$ cat src/rtl/fpb_pkg.sv
// Shared types, codes and arithmetic helpers of the framebuffer pixel blender.
`default_nettype none

package fpb_pkg;

    localparam int FUNC_W  = 2;
    localparam int POS_W   = 16;
    localparam int COMP_W  = 8;
    localparam int CIDX_W  = 3;
    localparam int CDATA_W = 8;

    // Component lanes of a pixel: red in the low byte, alpha in the high byte.
    localparam int CH_ALPHA  = 3;
    localparam int NUM_COLOR = 3;

    typedef logic [3:0][COMP_W-1:0] t_pixel;

    typedef enum logic [FUNC_W-1:0] {
        FUNC_WRITE = 2'd0,
        FUNC_READ  = 2'd1,
        FUNC_SWAP  = 2'd2
    } t_func;

    typedef enum logic [1:0] {
        BM_OVERWRITE  = 2'd0,
        BM_ALPHA_OVER = 2'd1,
        BM_SAT_ADD    = 2'd2,
        BM_MULTIPLY   = 2'd3
    } t_blend_mode;

    typedef enum logic [CIDX_W-1:0] {
        CFG_BLEND_MODE   = 3'd0,
        CFG_CLIP_ENABLE  = 3'd1,
        CFG_CLIP_LEFT    = 3'd2,
        CFG_CLIP_TOP     = 3'd3,
        CFG_CLIP_SPAN_X  = 3'd4,
        CFG_CLIP_SPAN_Y  = 3'd5,
        CFG_FRAME_WIDTH  = 3'd6,
        CFG_FRAME_HEIGHT = 3'd7
    } t_cfg_reg;

    localparam logic [7:0] CLIP_SPAN_X_RST  = 8'd128;
    localparam logic [6:0] CLIP_SPAN_Y_RST  = 7'd64;
    localparam logic [7:0] FRAME_WIDTH_RST  = 8'd128;
    localparam logic [6:0] FRAME_HEIGHT_RST = 7'd64;

    // Reciprocal of 255 scaled by 2^23, rounded up; exact for every 16-bit operand.
    localparam logic [16:0] RECIP_255 = 17'd32897;

    typedef struct packed {
        logic        start;
        t_blend_mode mode;
        t_pixel      src;
        t_pixel      dst;
    } t_blend_req;

    typedef struct packed {
        logic   done;
        t_pixel pix;
    } t_blend_rsp;

    // floor(x / 255) for x up to 255 * 255
    function automatic logic [COMP_W-1:0] div255(input logic [15:0] x);
        logic [32:0] prod;
        prod = 33'(x) * 33'(RECIP_255);
        return prod[30:23];
    endfunction

endpackage

`default_nettype wire

$ cat src/rtl/fpb_blend.sv
// Blend unit: products, per-mode combine, and a three-lane restoring divider for alpha-over.
`default_nettype none

module fpb_blend (
    input  wire logic                i_clk,
    input  wire logic                i_rst_n,
    input  wire fpb_pkg::t_blend_req i_req,
    output fpb_pkg::t_blend_rsp      o_rsp
);
    import fpb_pkg::*;

    typedef enum logic [3:0] {
        BS_IDLE = 4'b0001,
        BS_SUM  = 4'b0010,
        BS_DIV  = 4'b0100,
        BS_DONE = 4'b1000
    } t_bstate;

    t_bstate r_state, n_state;

    logic [15:0]       r_s;
    logic [7:0]        r_nsa;
    logic [15:0]       r_pa  [NUM_COLOR];
    logic [15:0]       r_pd  [NUM_COLOR];
    logic [15:0]       r_pm  [4];
    logic [23:0]       r_num [NUM_COLOR];
    logic [23:0]       r_dvs;
    logic [7:0]        r_quo [NUM_COLOR];
    logic [2:0]        r_cnt;
    t_pixel            r_res;

    logic [8:0]        w_sat [NUM_COLOR];
    logic              w_ge  [NUM_COLOR];

    always_comb begin
        for (int k = 0; k < NUM_COLOR; k++) begin
            w_sat[k] = 9'(i_req.dst[k]) + 9'(i_req.src[k]);
            w_ge[k]  = (r_num[k] >= r_dvs);
        end
    end

    always_comb begin
        n_state = r_state;
        case (r_state)
            BS_IDLE: begin
                if (i_req.start) begin
                    n_state = BS_SUM;
                end
            end
            BS_SUM: begin
                if (i_req.mode == BM_ALPHA_OVER && r_s != 16'd0) begin
                    n_state = BS_DIV;
                end else begin
                    n_state = BS_DONE;
                end
            end
            BS_DIV: begin
                if (r_cnt == 3'd0) begin
                    n_state = BS_DONE;
                end
            end
            BS_DONE: begin
                n_state = BS_IDLE;
            end
            default: begin
                n_state = BS_IDLE;
            end
        endcase
    end

    always_ff @(posedge i_clk) begin
        if (!i_rst_n) begin
            r_state <= BS_IDLE;
        end else begin
            r_state <= n_state;
        end
    end

    always_ff @(posedge i_clk) begin
        case (r_state)
            BS_IDLE: begin
                if (i_req.start) begin
                    for (int k = 0; k < NUM_COLOR; k++) begin
                        r_pa[k] <= 16'(i_req.src[k]) * 16'(i_req.src[CH_ALPHA]);
                        r_pd[k] <= 16'(i_req.dst[k]) * 16'(i_req.dst[CH_ALPHA]);
                    end
                    for (int k = 0; k < 4; k++) begin
                        r_pm[k] <= 16'(i_req.dst[k]) * 16'(i_req.src[k]);
                    end
                    r_s   <= ({i_req.src[CH_ALPHA], 8'h00} - 16'(i_req.src[CH_ALPHA]))
                             + 16'(i_req.dst[CH_ALPHA])
                             * 16'(8'hFF - i_req.src[CH_ALPHA]);
                    r_nsa <= 8'hFF - i_req.src[CH_ALPHA];
                end
            end
            BS_SUM: begin
                for (int k = 0; k < NUM_COLOR; k++) begin
                    r_num[k] <= ({r_pa[k], 8'h00} - 24'(r_pa[k]))
                                + 24'(r_pd[k]) * 24'(r_nsa);
                    r_quo[k] <= 8'd0;
                end
                r_dvs <= {1'b0, r_s, 7'b0};
                r_cnt <= 3'd7;
                case (i_req.mode)
                    BM_OVERWRITE: begin
                        r_res <= i_req.src;
                    end
                    BM_ALPHA_OVER: begin
                        // colours arrive from the divider; zero when both alphas are zero
                        for (int k = 0; k < NUM_COLOR; k++) begin
                            r_res[k] <= 8'd0;
                        end
                        r_res[CH_ALPHA] <= div255(r_s);
                    end
                    BM_SAT_ADD: begin
                        for (int k = 0; k < NUM_COLOR; k++) begin
                            r_res[k] <= w_sat[k][8] ? 8'hFF : w_sat[k][7:0];
                        end
                        r_res[CH_ALPHA] <= (i_req.dst[CH_ALPHA] > i_req.src[CH_ALPHA])
                                           ? i_req.dst[CH_ALPHA] : i_req.src[CH_ALPHA];
                    end
                    BM_MULTIPLY: begin
                        for (int k = 0; k < 4; k++) begin
                            r_res[k] <= div255(r_pm[k]);
                        end
                    end
                    default: begin
                        r_res <= i_req.src;
                    end
                endcase
            end
            BS_DIV: begin
                // one quotient bit per lane, most significant first
                for (int k = 0; k < NUM_COLOR; k++) begin
                    if (w_ge[k]) begin
                        r_num[k] <= r_num[k] - r_dvs;
                    end
                    r_quo[k] <= {r_quo[k][6:0], w_ge[k]};
                    if (r_cnt == 3'd0) begin
                        r_res[k] <= {r_quo[k][6:0], w_ge[k]};
                    end
                end
                r_dvs <= r_dvs >> 1;
                r_cnt <= r_cnt - 3'd1;
            end
            default: begin
            end
        endcase
    end

    assign o_rsp.done = (r_state == BS_DONE);
    assign o_rsp.pix  = r_res;

endmodule

`default_nettype wire

$ cat config.mk
export PLATFORM = sky130hd
export DESIGN_NAME = fpb_blend
export DESIGN_NICKNAME = d
export VERILOG_FILES = /design/src/rtl/fpb_pkg.sv /design/src/rtl/fpb_blend.sv
export SDC_FILE = /design/constraint.sdc
export NUM_CORES = 2
export LEC_CHECK = 0
export ABC_AREA = 0
export BUFFER_PORTS_ARGS = -buffer_cell sky130_fd_sc_hd__buf_4
export CAP_MARGIN = 5
export CORE_UTILIZATION = 42
export CTS_CLUSTER_DIAMETER = 200
export CTS_CLUSTER_SIZE = 8
export DETAILED_ROUTE_END_ITERATION = 6
export MAX_ROUTING_LAYER = met4
export PLACE_DENSITY = 0.63
export SLEW_MARGIN = 20
export SYNTH_ARGS = -nofsm -noshare
export SYNTH_HDL_FRONTEND = slang
export SYNTH_SLANG_ARGS = --single-unit
export TNS_END_PERCENT = 100
$ cat constraint.sdc
create_clock -name i_clk -period 8.1 [get_ports i_clk]
set_clock_uncertainty 0.2 [all_clocks]
set_input_delay 0.81 -clock i_clk [delete_from_list [all_inputs] [get_ports i_clk]]
set_output_delay 0.81 -clock i_clk [all_outputs]
set_load 0.005 [all_outputs]
## Yosys cells after proc, flatten, opt, wreduce, memory -nomap -nowiden

Memory sizes are Yosys's and may differ from the RTL's.
Index checks and enable logic that the tools add are counted.

- Order comparisons: 4
- $mul: 19
- Add/sub/neg operators: 17
- Equality and inequality tests: 9
- Multiplexer cells: 37
- Bitwise logic cells: 6
- Reduce and logical (&&, ||, !) cells: 8

Operator list:

| operator | number |
|---|---|
| multiplier 8 x 8 -> 16 bit | 10 |
| multiplier 16 x 16 -> 31 bit, second input constant | 5 |
| case mux 32 bit (4 select lines) | 1 |
| case mux 24 bit (2 select lines) | 2 |
| two-way mux 8 bit | 10 |
| adder 24 bit | 3 |
| >= comparator 24 bit | 3 |
| multiplier 16 x 8 -> 24 bit | 3 |
| two-way mux 24 bit | 3 |
| subtractor 24 x 16 -> 24 bit | 3 |
| subtractor 24 bit | 3 |
| adder 8 x 8 -> 9 bit | 3 |
| adder 16 bit | 1 |
| multiplier 9 x 9 -> 16 bit | 1 |
| two-way mux 1 bit | 16 |
| nonzero test 16 bit | 1 |
| subtractor 16 x 8 -> 16 bit | 1 |
| two-way mux 4 bit | 3 |
| case mux 4 bit (3 select lines) | 1 |
| subtractor 8 x 8 -> 9 bit, first input constant | 1 |
| > comparator 8 bit | 1 |
| subtractor 8 bit, first input constant | 1 |
| bitwise OR 1 bit | 6 |
| case mux 3 bit (2 select lines) | 1 |
| 13 further kinds | 17 |

- Bits in registers: 87
- Memories kept: 5
- Word-level logic and storage cells: 114
- Output and inout bits: 33
- Memory bits (writable): 256
- Bits of input ports: 69

Memory list:

| memory | depth | width | read ports | clocked after Yosys merged registers in | wr ports | line | source |
|---|---|---|---|---|---|---|---|
| r_num | 3 | 24 | 3 | 0 | 3 | fpb_blend.sv:26 | `logic [23:0] r_num [NUM_COLOR];` |
| r_pm | 4 | 16 | 4 | 0 | 4 | fpb_blend.sv:25 | `logic [15:0] r_pm [4];` |
| r_pa | 3 | 16 | 3 | 0 | 3 | fpb_blend.sv:23 | `logic [15:0] r_pa [NUM_COLOR];` |
| r_pd | 3 | 16 | 3 | 0 | 3 | fpb_blend.sv:24 | `logic [15:0] r_pd [NUM_COLOR];` |
| r_quo | 3 | 8 | 3 | 0 | 3 | fpb_blend.sv:28 | `logic [7:0] r_quo [NUM_COLOR];` |

## Longest topological paths before layout

- Depth after elaboration: 5
- Gate-level depth with buffers: 22
- Mapped depth without buffers: 20

## Worst setup path before layout

OpenSTA, ideal clock, no wires.

- Path kind: reg2reg
- From: reg r_nsa[7]
- To: mem r_num[0][20] (data pin)
- Slack: 2104 ps
- Period minus slack after synthesis: 5996 ps
- Cell stages (with the launch flop): 20
- Setup time: 260 ps
- Arrival: 5536 ps
- Path buffers: 2
- Required time: 7640 ps
- Cell sequence: edfxtp_1 clkbuf_1 clkbuf_1 nand2_1 fa_1 fa_1 inv_1 fa_1 fa_1 fa_1 ha_1 a21o_1 a21oi_1 o311ai_0 a2111oi_1 o31a_1 o21bai_1 a21oi_1 xnor2_1 mux2_4

RTL lines:

| what | line | source |
|---|---|---|
| from (decl) | fpb_blend.sv:22 | `logic [7:0] r_nsa;` |
| from (signal assigned) | fpb_blend.sv:93 | `r_nsa <= 8'hFF - i_req.src[CH_ALPHA];` |
| to (decl) | fpb_blend.sv:26 |  |

==> out/results.txt <==
Status -> complete, no violations
Max Freq -> 146 MHz
Final nets -> 8028
Initial Util -> 42.4%
Antenna viol nets, final -> 0
Synth top area share -> 25.7%
Yosys warning total -> 0
Placement Rows -> 137
Tot GR Track Use -> 22.0%
Horiz. Die Dim -> 378 um
TritonCTS clock tree -> yes
Synth cell count leaders -> inv_1 (1104), ha_1 (1008), fa_1 (760)
1st-iter DRT viols -> 2673
Vias -> 42600
Largest net degree at the start of global routing -> 132
Worst-skew pair later-pin latency -> 640 ps
EDFF count, synth -> 335
Post-Syn Area -> 59300 um^2
Routability cong. -> 0.895
IO Pins -> 102
Max-slew headroom -> 33.1%
I/O Buffers -> 101
Hold_sp -> i_rst_n
CTS Sinks -> 339
Final period util -> 84.8%
Detailed placement HPWL -> 116 mm
Clock Path Buffers -> 3
Reg2reg start -> r_nsa[0]
Synthesized area per cell -> 9.57 um^2
Root Buffer Master -> clkbuf_16
Crit path from -> r_nsa[0]
GR Overflow Total -> 0
Fill cells -> 13200
Distinct cells, synth -> 86
Global-route wire length before repair -> 241 mm
Htree depth -> 2
Most used flip-flop cell after synthesis -> edfxtp_1
Clk slew on worst S/H paths -> 60 ps
Critical path endpoint category -> register
Detailed Route WL -> 149 mm
Multi-input gate area -> 44300 um^2
Cells after Synth -> 6195
CTS Buf Count -> 48
# setup viols final -> 0
WL/cell -> 18.4 um
Worst Path Max Fanout -> 26
Core Util, Final -> 45.2%
Via density -> 5.27
Worst slew pin tran -> 1000 ps
FF+latch count, synth -> 339
CTS Hold Bufs -> 0
Fraction of layout cells with a size suffix above 1 -> 3.72%
Worst hold path type -> in -> reg
Synthesis-to-finish area growth -> 6.58%
Max_cap viols -> 0
Async SR Flop Fraction -> 0%
Antenna violations before repair -> 5
Crit path launch type -> register
Period minus WS final -> 6870 ps
Final WS setup -> 1230 ps
Reg area -> 10100 um^2
Vias in the first global route -> 44600
Worst path arrival time -> 7020 ps
Sequential element share of the synthesized area -> 17.1%
Most frequent cell after synthesis -> inv_1
DRC -> 0
Area leader, netlist -> fa_1
Core box area -> 140000 um^2
Drt pass-1 iters -> 5
Final hold vios -> 0
Worst Path Class, Setup -> reg -> reg
Post_cts resized -> 0
Post-Place Worst Slack -> 1240 ps
Post-CTS Setup Inserts -> 0
Final setup TNS -> 0 ps
Slew Viols, Final -> 0
Chip Height -> 378 um
Critical path required time -> 8250 ps
RSZ-0062 raised after global routing -> false
Top cells by area, synth -> fa_1 (26%), ha_1 (21%), edfxtp_1 (17%)
Synthesized net count -> 8032
Full die area -> 143000 um^2
[layout make-up]
class / count / area share (%)
Multi-Input combinational cell: 4565 / 70.1
Sequential cell: 339 / 16.0
Inverter: 1110 / 6.59
Tap cell: 1876 / 3.71
Clock buffer: 60 / 2.01
Timing Repair Buffer: 127 / 1.53
Clock inverter: 3 / 0.0396
Antenna cell: 5 / 0.0198
[layout by cell type, fill, tap and decap left out, types with 65 or more instances in the layout]
| master | n |
|---|---|
| edfxtp_1 | 335 |
| and2_1 | 505 |
| xnor2_1 | 205 |
| a21o_1 | 65 |
| nor2b_1 | 75 |
| nand2_1 | 635 |
| inv_1 | 1104 |
| a21oi_1 | 186 |
| buf_4 | 126 |
| o21ai_0 | 177 |
| xor2_1 | 77 |
| fa_1 | 760 |
| ha_1 | 1008 |
| nor2_1 | 273 |
[critical path, cell delays in order (launching register included)]
cell and delay [ps]:
edfxtp_1 920, buf_4 430, nand2_1 120, fa_1 510
inv_1 60, fa_1 520, fa_1 440, fa_1 540
inv_1 50, fa_1 490, inv_1 40, ha_1 330
a21oi_1 260, o22ai_1 170, o41ai_1 470, a21oi_1 210
a41oi_1 360, nor3b_1 100, a311oi_1 250, mux2i_1 110
[metrics by stage]
step / instance area, um^2 / instances / hold WS (ps)
floorplan: 59300 / 6195 / 280
global placement: 61900 / 8017 / 304
detailed placement: 61900 / 8017 / 317
CTS: 63200 / 8080 / 182
global route: 63200 / 8084 / 216
finish: 63200 / 8085 / 220
[path summary, 6_finish.rpt]
check | end | slack, ps | depth (start not counted)
worst min-delay path | r_state[2] | 220 | 2
worst max register to register | r_num[0][21] | 1230 | 19
worst max-delay path | r_num[0][21] | 1230 | 19
worst min register to register | r_quo[0][4] | 320 | 2
[state kept, by name, indices dropped and copies added (netlist names), 4 cells and up]
name	cells
r_state	4
r_pm	64
r_s	16
r_num	72
r_pa	48
r_quo	21
r_nsa	8
r_dvs	23
r_pd	48
o_rsp	32
[per-layer routing]
metal | track usage (%) | routed length [um] | up-vias
met5 | - | 0 | -
met1 | 29.2 | 67700 | 21300
met2 | 35.5 | 69400 | 1067
li1 | - | - | 20100
met4 | 6.40 | 4180 | 0
met3 | 2.37 | 7510 | 195
[logic make-up after synthesis]
family,count (synthesis),synth area share (%)
xor gates and xnor gates,282,4.17
buffers and inverters,1291,8.28
AOI/OAI and AO/OA,729,8.05
muxes,75,1.35
and+or+nand+nor,1711,14.1
DFF,339,17.1
adders and majority gates,1768,46.9
Power is left out: the tool's default activity adds up to more than one toggle a clock period on the data nets, which glitch-free logic cannot reach.
